<file path="src/sv/mprm_pkg.sv">
// Shared types, constants and helpers for the multi-pattern response matcher.
// No dependencies; every other file except the checker imports this package.
package mprm_pkg;

  localparam int NUM_PATTERNS  = 4;
  localparam int PATTERN_CHARS = 8;
  localparam int BUFFER_DEPTH  = 64;

  // Widths fixed by the register and field layout
  localparam int SLOTS      = 4;
  localparam int SLOT_W     = 2;
  localparam int LEN_W      = 4;
  localparam int CHAR_W     = 8;
  localparam int CHAR_SEL_W = 3;
  localparam int PATTERN_W  = 64;
  localparam int START_W    = 6;
  localparam int COUNT_W    = 7;
  localparam int TIMER_W    = 24;
  localparam int TICK_W     = 8;
  localparam int OP_W       = 2;
  localparam int REG_IDX_W  = 3;
  localparam int LENGTHS_W  = SLOTS * LEN_W;

  localparam int FILL_W = $clog2(BUFFER_DEPTH + 1);

  localparam logic [CHAR_W-1:0] CASE_BIT   = 8'h20;
  localparam logic [CHAR_W-1:0] CHAR_LOW_A = 8'h61;
  localparam logic [CHAR_W-1:0] CHAR_LOW_Z = 8'h7a;

  // Configuration register indexes
  localparam logic [REG_IDX_W-1:0] REG_PATTERN_0   = 3'd0;
  localparam logic [REG_IDX_W-1:0] REG_PATTERN_1   = 3'd1;
  localparam logic [REG_IDX_W-1:0] REG_PATTERN_2   = 3'd2;
  localparam logic [REG_IDX_W-1:0] REG_PATTERN_3   = 3'd3;
  localparam logic [REG_IDX_W-1:0] REG_LENGTHS     = 3'd4;

  typedef enum logic [OP_W-1:0] {
    OP_RECEIVE = 2'd0,
    OP_FLUSH   = 2'd1,
    OP_ARM     = 2'd2,
    OP_TICK    = 2'd3
  } op_t;

  // Item as it travels down the row of cells
  typedef struct packed {
    logic                             rx;
    logic                             clr;
    logic [CHAR_W-1:0]                folded;
    logic [FILL_W-1:0]                fill;
    logic [TIMER_W-1:0]               timer;
    logic [SLOTS-1:0]                 mask;
    logic [SLOTS-1:0][START_W-1:0]    start;
  } tok_t;

  // Result item as presented on the output ports
  typedef struct packed {
    logic [SLOTS-1:0]                 mask;
    logic [SLOTS-1:0][START_W-1:0]    start;
    logic [COUNT_W-1:0]               fill;
    logic [TIMER_W-1:0]               timer;
    logic                             timed_out;
  } res_t;

  // Fold lower-case letters to upper case
  function automatic logic [CHAR_W-1:0] fold_case(input logic [CHAR_W-1:0] ch);
    logic [CHAR_W-1:0] r;
    r = ch;
    if (ch inside {[CHAR_LOW_A:CHAR_LOW_Z]}) begin
      r = ch & ~CASE_BIT;
    end
    return r;
  endfunction

endpackage

</file>
<file path="src/sv/mprm_head.sv">
// Head stage: fill level, clear decision, case folding and answer timer.
// Depends on mprm_pkg.
module mprm_head (
  input  logic                   clk,
  input  logic                   rst,
  input  logic                   adv,
  input  logic                   in_valid,
  input  logic [1:0]             operation,
  input  logic [7:0]             rx_byte,
  input  logic [7:0]             tick_ms,
  input  logic [23:0]            timeout_ms,
  output logic                   tok_valid,
  output mprm_pkg::tok_t         tok
);
  import mprm_pkg::*;

  logic [FILL_W-1:0]  fill, fill_next;
  logic [TIMER_W-1:0] timer, timer_next;
  logic               clr, rx;

  always_comb begin
    fill_next  = fill;
    timer_next = timer;
    clr        = 1'b0;
    rx         = 1'b0;
    case (op_t'(operation))
      OP_RECEIVE: begin
        rx = 1'b1;
        if (fill >= FILL_W'(BUFFER_DEPTH)) begin
          clr       = 1'b1;
          fill_next = FILL_W'(1);
        end else begin
          fill_next = fill + FILL_W'(1);
        end
      end
      OP_FLUSH: begin
        clr       = 1'b1;
        fill_next = '0;
      end
      OP_ARM: begin
        timer_next = timeout_ms;
      end
      OP_TICK: begin
        if (timer > TIMER_W'(tick_ms)) begin
          timer_next = timer - TIMER_W'(tick_ms);
        end else begin
          timer_next = '0;
        end
      end
      default: ;
    endcase
  end

  always_ff @(posedge clk) begin
    if (rst) begin
      fill      <= '0;
      timer     <= '0;
      tok_valid <= 1'b0;
    end else if (adv) begin
      tok_valid <= in_valid;
      if (in_valid) begin
        fill  <= fill_next;
        timer <= timer_next;
      end
    end
  end

  always_ff @(posedge clk) begin
    if (adv && in_valid) begin
      tok.rx     <= rx;
      tok.clr    <= clr;
      tok.folded <= fold_case(rx_byte);
      tok.fill   <= fill_next;
      tok.timer  <= timer_next;
      tok.mask   <= '0;
      tok.start  <= '0;
    end
  end

endmodule

</file>
<file path="src/sv/mprm_cell.sv">
// One matcher cell: owns one pattern slot's progress, found flag and start.
// Depends on mprm_pkg.
module mprm_cell (
  input  logic                         clk,
  input  logic                         rst,
  input  logic                         adv,
  input  logic [mprm_pkg::SLOT_W-1:0]  slot,
  input  logic [63:0]                  pattern,
  input  logic [mprm_pkg::LEN_W-1:0]   len_raw,
  input  logic                         tok_in_valid,
  input  mprm_pkg::tok_t               tok_in,
  output logic                         tok_out_valid,
  output mprm_pkg::tok_t               tok_out
);
  import mprm_pkg::*;

  logic [LEN_W-1:0]   prog, prog_next, prog_base, prog_inc;
  logic               found, found_next, found_base;
  logic [START_W-1:0] start, start_next, start_base;
  logic [LEN_W-1:0]   len;
  logic [CHAR_W-1:0]  want;
  tok_t               tok_next;

  assign len = (len_raw > LEN_W'(PATTERN_CHARS)) ? LEN_W'(PATTERN_CHARS) : len_raw;

  always_comb begin
    prog_base  = tok_in.clr ? '0 : prog;
    found_base = tok_in.clr ? 1'b0 : found;
    start_base = tok_in.clr ? '0 : start;
    prog_inc   = prog_base + LEN_W'(1);
    want       = fold_case(pattern[{prog_base[CHAR_SEL_W-1:0], 3'b000} +: CHAR_W]);
    prog_next  = prog_base;
    found_next = found_base;
    start_next = start_base;
    if (tok_in.rx && (len != '0) && !found_base) begin
      // Naive rule: a mismatch drops progress without rechecking the byte
      if (prog_base >= len) begin
        prog_next = '0;
      end else if (want == tok_in.folded) begin
        prog_next = prog_inc;
        if (prog_inc == len) begin
          found_next = 1'b1;
          start_next = START_W'(tok_in.fill) - START_W'(prog_inc);
        end
      end else begin
        prog_next = '0;
      end
    end
  end

  // Pass the item on with this slot's flag and start filled in
  always_comb begin
    tok_next             = tok_in;
    tok_next.mask[slot]  = found_next;
    tok_next.start[slot] = start_next;
  end

  always_ff @(posedge clk) begin
    if (rst) begin
      prog          <= '0;
      found         <= 1'b0;
      start         <= '0;
      tok_out_valid <= 1'b0;
    end else if (adv) begin
      tok_out_valid <= tok_in_valid;
      if (tok_in_valid) begin
        prog  <= prog_next;
        found <= found_next;
        start <= start_next;
      end
    end
  end

  always_ff @(posedge clk) begin
    if (adv && tok_in_valid) begin
      tok_out <= tok_next;
    end
  end

endmodule

</file>
<file path="src/sv/mprm_out.sv">
// Output register with a one-entry skid stage behind it.
// Depends on mprm_pkg.
module mprm_out (
  input  logic            clk,
  input  logic            rst,
  input  logic            push,
  input  mprm_pkg::tok_t  tok,
  input  logic            out_stall,
  output logic            out_valid,
  output mprm_pkg::res_t  res,
  output logic            skid_valid
);
  import mprm_pkg::*;

  res_t new_res, skid;
  logic take;

  assign take = out_valid && !out_stall;

  always_comb begin
    new_res.mask      = tok.mask;
    new_res.start     = tok.start;
    new_res.fill      = COUNT_W'(tok.fill);
    new_res.timer     = tok.timer;
    new_res.timed_out = (tok.timer == '0);
  end

  always_ff @(posedge clk) begin
    if (rst) begin
      out_valid  <= 1'b0;
      skid_valid <= 1'b0;
    end else if (skid_valid) begin
      if (take) begin
        skid_valid <= 1'b0;
      end
    end else if (push) begin
      if (out_valid && !take) begin
        skid_valid <= 1'b1;
      end else begin
        out_valid <= 1'b1;
      end
    end else if (take) begin
      out_valid <= 1'b0;
    end
  end

  always_ff @(posedge clk) begin
    if (skid_valid) begin
      if (take) begin
        res <= skid;
      end
    end else if (push) begin
      if (out_valid && !take) begin
        skid <= new_res;
      end else begin
        res <= new_res;
      end
    end
  end

endmodule

</file>
<file path="src/sv/multi_pattern_response_matcher.sv">
// A result passes through the head, one stage per cell and the output register.
// Throughput: one item per cycle while in_stall is low; every stage of the cell row advances together.
// in_stall rises only while the skid stage holds a result behind a stalled output.
// Reset (rst, synchronous): clears pattern registers, fill level, progress, flags, starts,
// timer and all valid flags.
module multi_pattern_response_matcher (
  input  logic          clk,
  input  logic          rst,
  // configuration write port
  input  logic          write_enable,
  input  logic [2:0]    write_index,
  input  logic [63:0]   write_data,
  // input channel
  input  logic          in_valid,
  output logic          in_stall,
  input  logic [1:0]    operation,
  input  logic [7:0]    rx_byte,
  input  logic [7:0]    tick_ms,
  input  logic [23:0]   timeout_ms,
  // output channel
  output logic          out_valid,
  input  logic          out_stall,
  output logic [3:0]    matched_mask,
  output logic [5:0]    start_0,
  output logic [5:0]    start_1,
  output logic [5:0]    start_2,
  output logic [5:0]    start_3,
  output logic [6:0]    fill_count,
  output logic [23:0]   timer_left,
  output logic          timed_out
);
  import mprm_pkg::*;

  // Pattern registers; slot i characters, first in the low byte
  logic [SLOTS-1:0][PATTERN_W-1:0] patterns;
  logic [LENGTHS_W-1:0]            lengths;

  // The whole row moves in lockstep unless the skid stage is occupied
  logic adv;
  logic skid_valid;

  tok_t chain_tok   [NUM_PATTERNS+1];
  logic [NUM_PATTERNS:0] chain_valid;

  res_t res;

  always_ff @(posedge clk) begin
    if (rst) begin
      patterns <= '0;
      lengths  <= '0;
    end else if (write_enable) begin
      case (write_index)
        REG_PATTERN_0: patterns[0] <= write_data;
        REG_PATTERN_1: patterns[1] <= write_data;
        REG_PATTERN_2: patterns[2] <= write_data;
        REG_PATTERN_3: patterns[3] <= write_data;
        REG_LENGTHS:   lengths     <= write_data[LENGTHS_W-1:0];
        default: ;  // writes past the register list are dropped
      endcase
    end
  end

  assign adv      = !skid_valid;
  assign in_stall = skid_valid;

  // Head: bookkeeping that is shared by all slots (fill, clear, timer)
  mprm_head u_head (
    .clk        (clk),
    .rst        (rst),
    .adv        (adv),
    .in_valid   (in_valid),
    .operation  (operation),
    .rx_byte    (rx_byte),
    .tick_ms    (tick_ms),
    .timeout_ms (timeout_ms),
    .tok_valid  (chain_valid[0]),
    .tok        (chain_tok[0])
  );

  // Row of cells: cell i updates slot i as the item passes and writes its
  // flag and start into the item. Slots beyond NUM_PATTERNS stay clear.
  for (genvar i = 0; i < NUM_PATTERNS; i++) begin : g_cell
    mprm_cell u_cell (
      .clk           (clk),
      .rst           (rst),
      .adv           (adv),
      .slot          (SLOT_W'(i)),
      .pattern       (patterns[i]),
      .len_raw       (lengths[LEN_W*i +: LEN_W]),
      .tok_in_valid  (chain_valid[i]),
      .tok_in        (chain_tok[i]),
      .tok_out_valid (chain_valid[i+1]),
      .tok_out       (chain_tok[i+1])
    );
  end

  // Output register and skid stage: the tail transfer lands in the skid
  // when the output is held, which then freezes the row next cycle.
  mprm_out u_out (
    .clk        (clk),
    .rst        (rst),
    .push       (adv && chain_valid[NUM_PATTERNS]),
    .tok        (chain_tok[NUM_PATTERNS]),
    .out_stall  (out_stall),
    .out_valid  (out_valid),
    .res        (res),
    .skid_valid (skid_valid)
  );

  assign matched_mask = res.mask;
  assign start_0      = res.start[0];
  assign start_1      = res.start[1];
  assign start_2      = res.start[2];
  assign start_3      = res.start[3];
  assign fill_count   = res.fill;
  assign timer_left   = res.timer;
  assign timed_out    = res.timed_out;

endmodule

</file>
<file path="config.mk">
export PLATFORM = sky130hd
export DESIGN_NAME = multi_pattern_response_matcher
export DESIGN_NICKNAME = d
export VERILOG_FILES = /design/src/sv/mprm_pkg.sv /design/src/sv/mprm_head.sv /design/src/sv/mprm_cell.sv /design/src/sv/mprm_out.sv /design/src/sv/multi_pattern_response_matcher.sv
export SDC_FILE = /design/constraint.sdc
export NUM_CORES = 1
export LEC_CHECK = 0
export BUFFER_PORTS_ARGS = -buffer_cell sky130_fd_sc_hd__buf_4
export CAP_MARGIN = 20
export CORE_MARGIN = 5
export CORE_UTILIZATION = 55
export DETAILED_ROUTE_END_ITERATION = 12
export PLACE_DENSITY_LB_ADDON = 0.05
export SLEW_MARGIN = 0
export SYNTH_ARGS = -nofsm -noshare
export SYNTH_HDL_FRONTEND = slang
export SYNTH_SLANG_ARGS = --single-unit
</file>
<file path="constraint.sdc">
create_clock -name clk -period 7.3 [get_ports clk]
set_input_delay 1.095 -clock clk [delete_from_list [all_inputs] [get_ports clk]]
set_output_delay 1.095 -clock clk [all_outputs]
set_load 0.1 [all_outputs]
</file>
==> out/qor.txt, run 1 <==
Synth area leaders: edfxtp_1 (37%), dfxtp_1 (23%), nand2_1 (8.1%)
Post-synth top flop: edfxtp_1
Synthesized instance count: 2948
Fin Clk Skew: 15.8 ps
Overall global routing resource usage: 26.2%
Max-Cap Viols: 0
Final ANT Viol Nets: 0
Layout Nets: 3222
Clock sinks: 739
IO Port Bufs: 175
Layout cells sized above 1: 15.2%
Starting Density: 55.7%
Critical path fanouts, max: 32
Post-route minimum period: 4320 ps
I/O Pins: 176
HPWL after DPL: 58000 um
Max Fclk: 232 MHz
Clock latency on the worst-skew pair: 610 ps
Outcome: finished clean
Cell Chain, Critical Path: buf_4 > clkinv_1 > a211oi_1 > o211ai_1 > a2111o_1 > a211oi_1 > o2111ai_1 > nor4b_4 > mux2_2
Worst setup SP type: flip-flop
Syn Area/Cell: 10.7 sq um
DIE AREA: 62100 sq um
Synth Area in Compound Gates: 12.8%
Synth area leader: edfxtp_1
Crit share post-route: 59.1%
Arrival time at the worst endpoint: 4680 ps
Synth top cells by count: nand2_1 (678), edfxtp_1 (385), dfxtp_1 (354)
Post-CTS Setup Inserts: 0
Slowest CP cell: nor4b_4
Mux contribution to synthesized area: 6.76%
Vias in the first global route: 22000
Crit Path Class: flip-flop to flip-flop
DR WL/cell: 21.8 um
Via count: 22800
Top-area cell type share of the netlist area: 36.7%
Register area: 18700 sq um
Slew @ Worst Pin: 1130 ps
Largest family of logic cells by synthesized area: simple AND/OR/NAND/NOR gates
Largest net degree at the start of global routing: 212
RSZ-0062 raised after global routing: false
Total Wirelength: 84400 um
Multi-input logic area: 11800 sq um
Synth Area in Simple Gates: 14.0%
Synth unique cells: 83
CTS Buf Count: 77
First-pass GRT wire length: 129000 um
# diodes: 0
Die Wd: 249 um
Post-synthesis register bit count: 739
Synthesized net count: 3113
Post-synth ARST share: 0%
Leakage power: 12.3 nW
H-tree depth: 3
Chip height: 249 um
RD Place Congestion: 0.938
Final hold violation count: 0
Remaining Overflow, GRT: 0
Hold WC Path Type: flip-flop to flip-flop
CP endpoint kind: flip-flop
CP Buf/Inv Count: 2
Fin. max-slew vios: 0
Clock transition at path regs: 60 ps
CTS tree: yes
Headroom to the max-slew limit: 25.0%
Power per cell area: 252 nW/um^2
CP peak stage delay: 930 ps
Root Buffer: clkbuf_16
Core area: 56500 sq um
Rows: 87
Most frequent cell on the critical path: a211oi_1
Initial antenna violation count: 0
Vias per std cell: 5.88
Post-synthesis sequential area ratio: 59.3%
# hold bufs at CTS: 0
CTS resizes: 0
Adder-cell share of the synthesized area: 2.15%
Clk buf depth: 3
Max VDD drop: 0.000196 V
Post-Synth XOR/XNOR Area: 1.78%
EDFF count, synth: 385
Fill cells: 4469
WP data required: 7660 ps
Area Overhead vs Synth: 14.2%
Final Setup Violations: 0
Final TNS setup: 0 ps
Drt drc: 0
Syn Std Cell Area: 31500 sq um
Crit path max-delay family: compound AO/OA/AOI/OAI gates
1st-iter DRT viols: 2314
Yosys warns: 0
Initial DRT Pass Iterations: 5
Most frequent cell after synthesis: nand2_1
Pwr Total: 0.00905 W
[path summary, 6_finish.rpt]
check | cells past startpoint | start | end | slack, ps
worst max-delay path | 9 | u_head.tok[67]$_DFFE_PP_ | g_cell[0].u_cell.tok_out[0]$_DFFE_PP_ | 2980
worst min-delay path | 0 | g_cell[2].u_cell.tok_out[24]$_DFFE_PP_ | g_cell[3].u_cell.tok_out[24]$_DFFE_PP_ | 410
worst max register to register | 9 | u_head.tok[67]$_DFFE_PP_ | g_cell[0].u_cell.tok_out[0]$_DFFE_PP_ | 2980
worst min register to register | 0 | g_cell[2].u_cell.tok_out[24]$_DFFE_PP_ | g_cell[3].u_cell.tok_out[24]$_DFFE_PP_ | 410
[worst register-to-register path: cells and delay by family, from the launching register on]
kind,cells,cell delay [ps]
mux,1,430
compound gates,5,1640
simple gates,1,930
flops,1,320
buf+inv,2,750
[metal layers]
metal  track usage (%)  part of all wire [%]  vias to the layer above
met4              7.75                   2.8                        0
met5                 0                     0                        -
met3              5.46                   7.9                      147
li1                  -                     -                    10700
met2              40.8                    46                      822
met1              37.5                    44                    11100
[flip-flops by register name, summed over array words and instances (netlist names), 16 cells and up]
register	flops
u_head.tok	41
u_out.res	60
g_cell.u_cell.prog	16
u_out.skid	60
lengths	16
g_cell.u_cell.start	24
u_head.timer	24
g_cell.u_cell.tok_out	224
patterns	256
[metrics by stage]
step	util (%)	area (sq um)	instances	worst slack (ps)	hold slack, ps
detailed placement	58.9	33300	3728	2930	405
finish	63.6	35900	3876	2980	413
global route	63.6	35900	3876	2710	414
global placement	58.9	33300	3727	3020	401
CTS	63.4	35800	3870	2910	400
floorplan	-	31500	2948	715	400
[cells in the final DEF, fill, tap and decap left out, types with 8 or more instances in the layout]
cell type / count
nand4_1: 11
nor2b_1: 29
clkinv_1: 11
clkinv_2: 13
a211oi_1: 26
nor3_1: 26
nand3_1: 41
a21oi_1: 350
buf_4: 199
a22oi_1: 28
a21o_1: 24
o21ai_0: 65
nand2b_1: 32
a31oi_1: 8
mux2i_1: 59
nor2_1: 87
a32oi_1: 16
or4_1: 14
a22o_1: 15
o211ai_1: 14
clkbuf_1: 18
inv_1: 65
o22ai_1: 11
clkbuf_8: 11
edfxtp_1: 385
ha_1: 46
o32ai_1: 8
xnor2_1: 42
nor4_1: 18
mux2_2: 95
xor2_1: 22
nand3b_1: 14
nand2_1: 677
nor3b_1: 12
dfxtp_1: 353
clkbuf_16: 80
mux4_2: 16
[where the power goes]
part | internal [W] | switching [W] | total (W)
Clock | 0.00231 | 0.00161 | 0.00391
Sequential | 0.00446 | 0.0000681 | 0.00453
Combinational | 0.000209 | 0.000401 | 0.000611
[final cells by class]
cell class / instances / area share, %
Tap cell: 756 / 2.63
Sequential cell: 739 / 51.9
Multi-Input combinational cell: 1954 / 32.9
Clock inverter: 33 / 0.895
Timing Repair Buffer: 208 / 4.64
Inverter: 77 / 0.804
Clock buffer: 109 / 6.18
[cells by family (layout without fill, tap and decap cells)]
kind of cell	after synthesis	count (layout)
compound gates	654	654
xor+xnor	64	64
fa+ha+maj	51	51
buf+inv	255	427
flops	739	739
mux	179	179
simple gates	1006	1006
Note: power is estimated with default switching activity, not from simulation.
==> inputs of run 2 (changes only) <==
--- a/config.mk
+++ b/config.mk
@@ -5,6 +5,7 @@
 export SDC_FILE = /design/constraint.sdc
 export NUM_CORES = 1
 export LEC_CHECK = 0
+export ABC_AREA = 1
 export BUFFER_PORTS_ARGS = -buffer_cell sky130_fd_sc_hd__buf_4
 export CAP_MARGIN = 20
 export CORE_MARGIN = 5
==> constraint.sdc (replaced) <==
create_clock -name clk -period 4.1 [get_ports clk]
set_input_delay 0.615 -clock clk [delete_from_list [all_inputs] [get_ports clk]]
set_output_delay 0.615 -clock clk [all_outputs]
set_load 0.1 [all_outputs]
==> run 2 against run 1 <==
Against the previous run: critical path depth is 4 higher; routed wire length is 7.2% higher; synthesized cell count is 23% higher; largest power group unchanged; worst hold slack worse by 240 ps; setup slack worse by 2500 ps; flip-flop and latch count stayed put; non-clock buffer count is 10 higher; sequential share of layout area is 1.2 points lower; clock power is 87% higher; design area is 2.4% higher; register-to-register slack worse by 2500 ps.
==> out/qor.txt, run 2 <==
Outcome: finished clean (unchanged)
Chip height: 252 um (was 249 um)
Die Wd: 252 um (was 249 um)
Power per cell area: 451 nW/um^2 (was 252 nW/um^2)
Final hold violation count: 0 (unchanged)
WP data required: 4480 ps (was 7660 ps)
Post-Synth XOR/XNOR Area: 1.39% (was 1.78%)
Syn Area/Cell: 8.88 sq um (was 10.7 sq um)
Max Fclk: 276 MHz (was 232 MHz)
Final TNS setup: 0 ps (unchanged)
Starting Density: 55.8% (was 55.7%)
Clock power frac: 44.0% (was 43.2%)
Max VDD drop: 0.000333 V (was 0.000196 V)
Synth unique cells: 52 (was 83)
Post-route minimum period: 3630 ps (was 4320 ps)
I/O Pins: 176 (unchanged)
Comb pwr share: 7.0% (was 6.7%)
Most frequent cell after synthesis: nand2_1 (unchanged)
Slew @ Worst Pin: 935 ps (was 1130 ps)
CP endpoint kind: flip-flop (unchanged)
DIE AREA: 63700 sq um (was 62100 sq um)
Adder-cell share of the synthesized area: 2.09% (was 2.15%)
# hold bufs at CTS: 0 (unchanged)
Post-CTS Setup Inserts: 0 (unchanged)
Synth Area in Compound Gates: 11.0% (was 12.8%)
Post-synthesis register bit count: 739 (unchanged)
Final instance area: 36800 sq um (was 35900 sq um)
Clock transition at path regs: 60 ps (about the same)
Most frequent cells in the layout: nand2_1 (732), nor2_1 (443), edfxtp_1 (385), o21ai_0 (376), dfxtp_1 (353) (was nand2_1 (677), edfxtp_1 (385), dfxtp_1 (353), a21oi_1 (350), buf_4 (199))
First-pass GRT wire length: 139000 um (was 129000 um)
RSZ-0062 raised after global routing: false (unchanged)
Leakage power: 15.2 nW (was 12.3 nW)
HPWL after DPL: 62900 um (was 58000 um)
CTS resizes: 0 (unchanged)
Syn Std Cell Area: 32300 sq um (was 31500 sq um)
Inst Count DP: 4440 (was 3728)
Max-Cap Viols: 0 (unchanged)
Post-synth ARST share: 0% (unchanged)
Worst setup SP type: flip-flop (unchanged)
Regs by FF count: patterns (256), g_cell.u_cell.tok_out (224) (unchanged)
Synth top cells by count: nand2_1 (732), nor2_1 (445), edfxtp_1 (385) (was nand2_1 (678), edfxtp_1 (385), dfxtp_1 (354))
Crit path max-delay family: buffers and inverters (was compound AO/OA/AOI/OAI gates)
Largest Register: patterns (unchanged)
Post-synth top flop: edfxtp_1 (unchanged)
CP Buf/Inv Count: 3 (was 2)
CTS tree: yes (unchanged)
Synthesized instance count: 3638 (was 2948)
Clk buf depth: 3 (unchanged)
CTS Buf Count: 79 (was 77)
Via count: 25500 (was 22800)
Finished Layout Cells: 4589 (was 3876)
Yosys warns: 0 (unchanged)
H-tree depth: 3 (unchanged)
1st-iter DRT viols: 2488 (was 2314)
Fin. max-slew vios: 0 (unchanged)
Clock latency on the worst-skew pair: 630 ps (was 610 ps)
Crit Path Class: flip-flop to flip-flop (unchanged)
Layout cells sized above 1: 10.8% (was 15.2%)
Mux contribution to synthesized area: 0% (was 6.76%)
Rows: 88 (was 87)
Final Setup Violations: 0 (unchanged)
Vias per std cell: 5.56 (was 5.88)
Overall global routing resource usage: 27.7% (was 26.2%)
Headroom to the max-slew limit: 37.6% (was 25.0%)
DR WL/cell: 19.7 um (was 21.8 um)
Vias in the first global route: 24300 (was 22000)
EDFF count, synth: 385 (unchanged)
IO Port Bufs: 175 (unchanged)
Synth area leader: edfxtp_1 (unchanged)
Clock sinks: 739 (unchanged)
Root Buffer: clkbuf_16 (unchanged)
Fill cells: 4870 (was 4469)
Area Overhead vs Synth: 13.9% (was 14.2%)
Int Pwr: 0.0127 W (was 0.00698 W)
Final ANT Viol Nets: 0 (unchanged)
Cell Chain, Critical Path: inv_2 > nand2_4 > inv_2 > ha_1 > xor2_1 > ha_1 > a21oi_1 > nand2_1 > a211oi_1 > xnor2_1 > nand4_1 > nand2_1 > inv_1 (was buf_4 > clkinv_1 > a211oi_1 > o211ai_1 > a2111o_1 > a211oi_1 > o2111ai_1 > nor4b_4 > mux2_2)
Core area: 57900 sq um (was 56500 sq um)
Net Sw Frac: 23.7% (was 22.9%)
Pwr Total: 0.0166 W (was 0.00905 W)
Critical path fanouts, max: 24 (was 32)
Post-synthesis sequential area ratio: 57.7% (was 59.3%)
Synth area leaders: edfxtp_1 (36%), dfxtp_1 (22%), nand2_1 (8.5%) (was edfxtp_1 (37%), dfxtp_1 (23%), nand2_1 (8.1%))
Slowest CP cell: edfxtp_1 (was nor4b_4)
Layout Nets: 3923 (was 3222)
Drt drc: 0 (unchanged)
Commonest non-fill, non-tap cell in the layout: nand2_1 (unchanged)
Reg power frac: 49.0% (was 50.0%)
Fin Clk Skew: 21.4 ps (was 15.8 ps)
Remaining Overflow, GRT: 0 (unchanged)
Arrival time at the worst endpoint: 4010 ps (was 4680 ps)
Synth Area in Simple Gates: 21.0% (was 14.0%)
Initial DRT Pass Iterations: 5 (unchanged)
Synthesized net count: 3803 (was 3113)
Largest family of logic cells by synthesized area: simple AND/OR/NAND/NOR gates (unchanged)
CP peak stage delay: 500 ps (was 930 ps)
Crit share post-route: 88.5% (was 59.1%)
Cell Area, Placed: 34100 sq um (was 33300 sq um)
Largest register FFs: 256 (unchanged)
Initial antenna violation count: 5 (was 0)
Hold WS: 173 ps (was 413 ps)
Hold WC Path Type: primary input to flip-flop (was flip-flop to flip-flop)
Switching pwr: 0.00393 W (was 0.00207 W)
RD Place Congestion: 0.939 (was 0.938)
Total Wirelength: 90500 um (was 84400 um)
Largest net degree at the start of global routing: 170 (was 212)
Top-area cell type share of the netlist area: 35.8% (was 36.7%)
[run 2: changes by cell type in the layout (fill, tap and decap cells not counted), moves of 55 or more]
| cell | before | now |
|---|---|---|
| mux2i_1 | 59 | 0 |
| nand3_1 | 41 | 307 |
| o21ai_0 | 65 | 376 |
| nand2_1 | 677 | 732 |
| nor2_1 | 87 | 443 |
| inv_1 | 65 | 333 |
| mux2_2 | 95 | 0 |
| a21oi_1 | 350 | 232 |
[run 2: worst paths after layout]
kind,from,to,slack (ps),cells after the start
worst max-delay path,g_cell[2].u_cell.tok_out[67]$_DFFE_PP_,g_cell[3].u_cell.tok_out[23]$_DFFE_PP_,470,13
worst max register to register,g_cell[2].u_cell.tok_out[67]$_DFFE_PP_,g_cell[3].u_cell.tok_out[23]$_DFFE_PP_,470,13
worst min register to register,g_cell[2].u_cell.tok_out[36]$_DFFE_PP_,g_cell[3].u_cell.tok_out[36]$_DFFE_PP_,410,0
worst min-delay path,rx_byte[7],u_head.tok[66]$_DFFE_PP_,170,1
[run 2: worst reg2reg max path: cells and delay by family (launching register included)]
kind	cells	cell delay, ps
adders and majority gates	2	580
and+or+nand+nor	4	590
xor gates and xnor gates	2	430
AOI/OAI and AO/OA	2	430
buffers and inverters	3	880
DFF	1	500
[run 2: power groups by stage]
stage | clock, W | combinational, W | sequential (W)
2_1_floorplan | 0 | 0.000711 | 0.00826
3_3_place_gp | 0 | 0.00111 | 0.00828
3_5_place_dp | 0 | 0.00114 | 0.00829
4_1_cts | 0.00741 | 0.00115 | 0.00813
5_1_grt | 0.00773 | 0.00129 | 0.00815
6_report | 0.00730 | 0.00117 | 0.00813
[run 2: layer usage]
metal	GRT usage (%)	vias to the layer above	share of wire, %
met5	0	-	0.022
met1	40.4	12000	44
met4	8.25	2	2.9
met2	43.1	939	45
met3	4.65	161	8.2
li1	-	12400	-
[run 2: area by class of cell]
cell class                      count  area (sq um)  share of cell area [%]
Clock inverter                     39           526                    1.43
Sequential cell                   739         18600                    50.7
Tap cell                          765           957                    2.60
Clock buffer                      107          2140                    5.82
Inverter                          355          1350                    3.66
Timing Repair Buffer              218          1680                    4.57
Antenna cell                        1          2.50                 0.00680
Multi-Input combinational cell   2365         11500                    31.3
[run 2: metrics by stage]
step | worst slack (ps) | util (%)
2_1_floorplan | 261 | -
3_3_place_gp | 517 | 58.9
3_5_place_dp | 439 | 58.9
4_1_cts | 503 | 63.5
5_1_grt | 215 | 63.6
6_report | 471 | 63.6
[run 2: cell families (layout without fill, tap and decap cells)]
| kind of cell | Yosys count | after routing |
|---|---|---|
| fa+ha+maj | 51 | 51 |
| simple gates | 1595 | 1595 |
| xor+xnor | 49 | 49 |
| buf+inv | 534 | 719 |
| other cells | 0 | 1 |
| compound gates | 670 | 670 |
| flops | 739 | 739 |
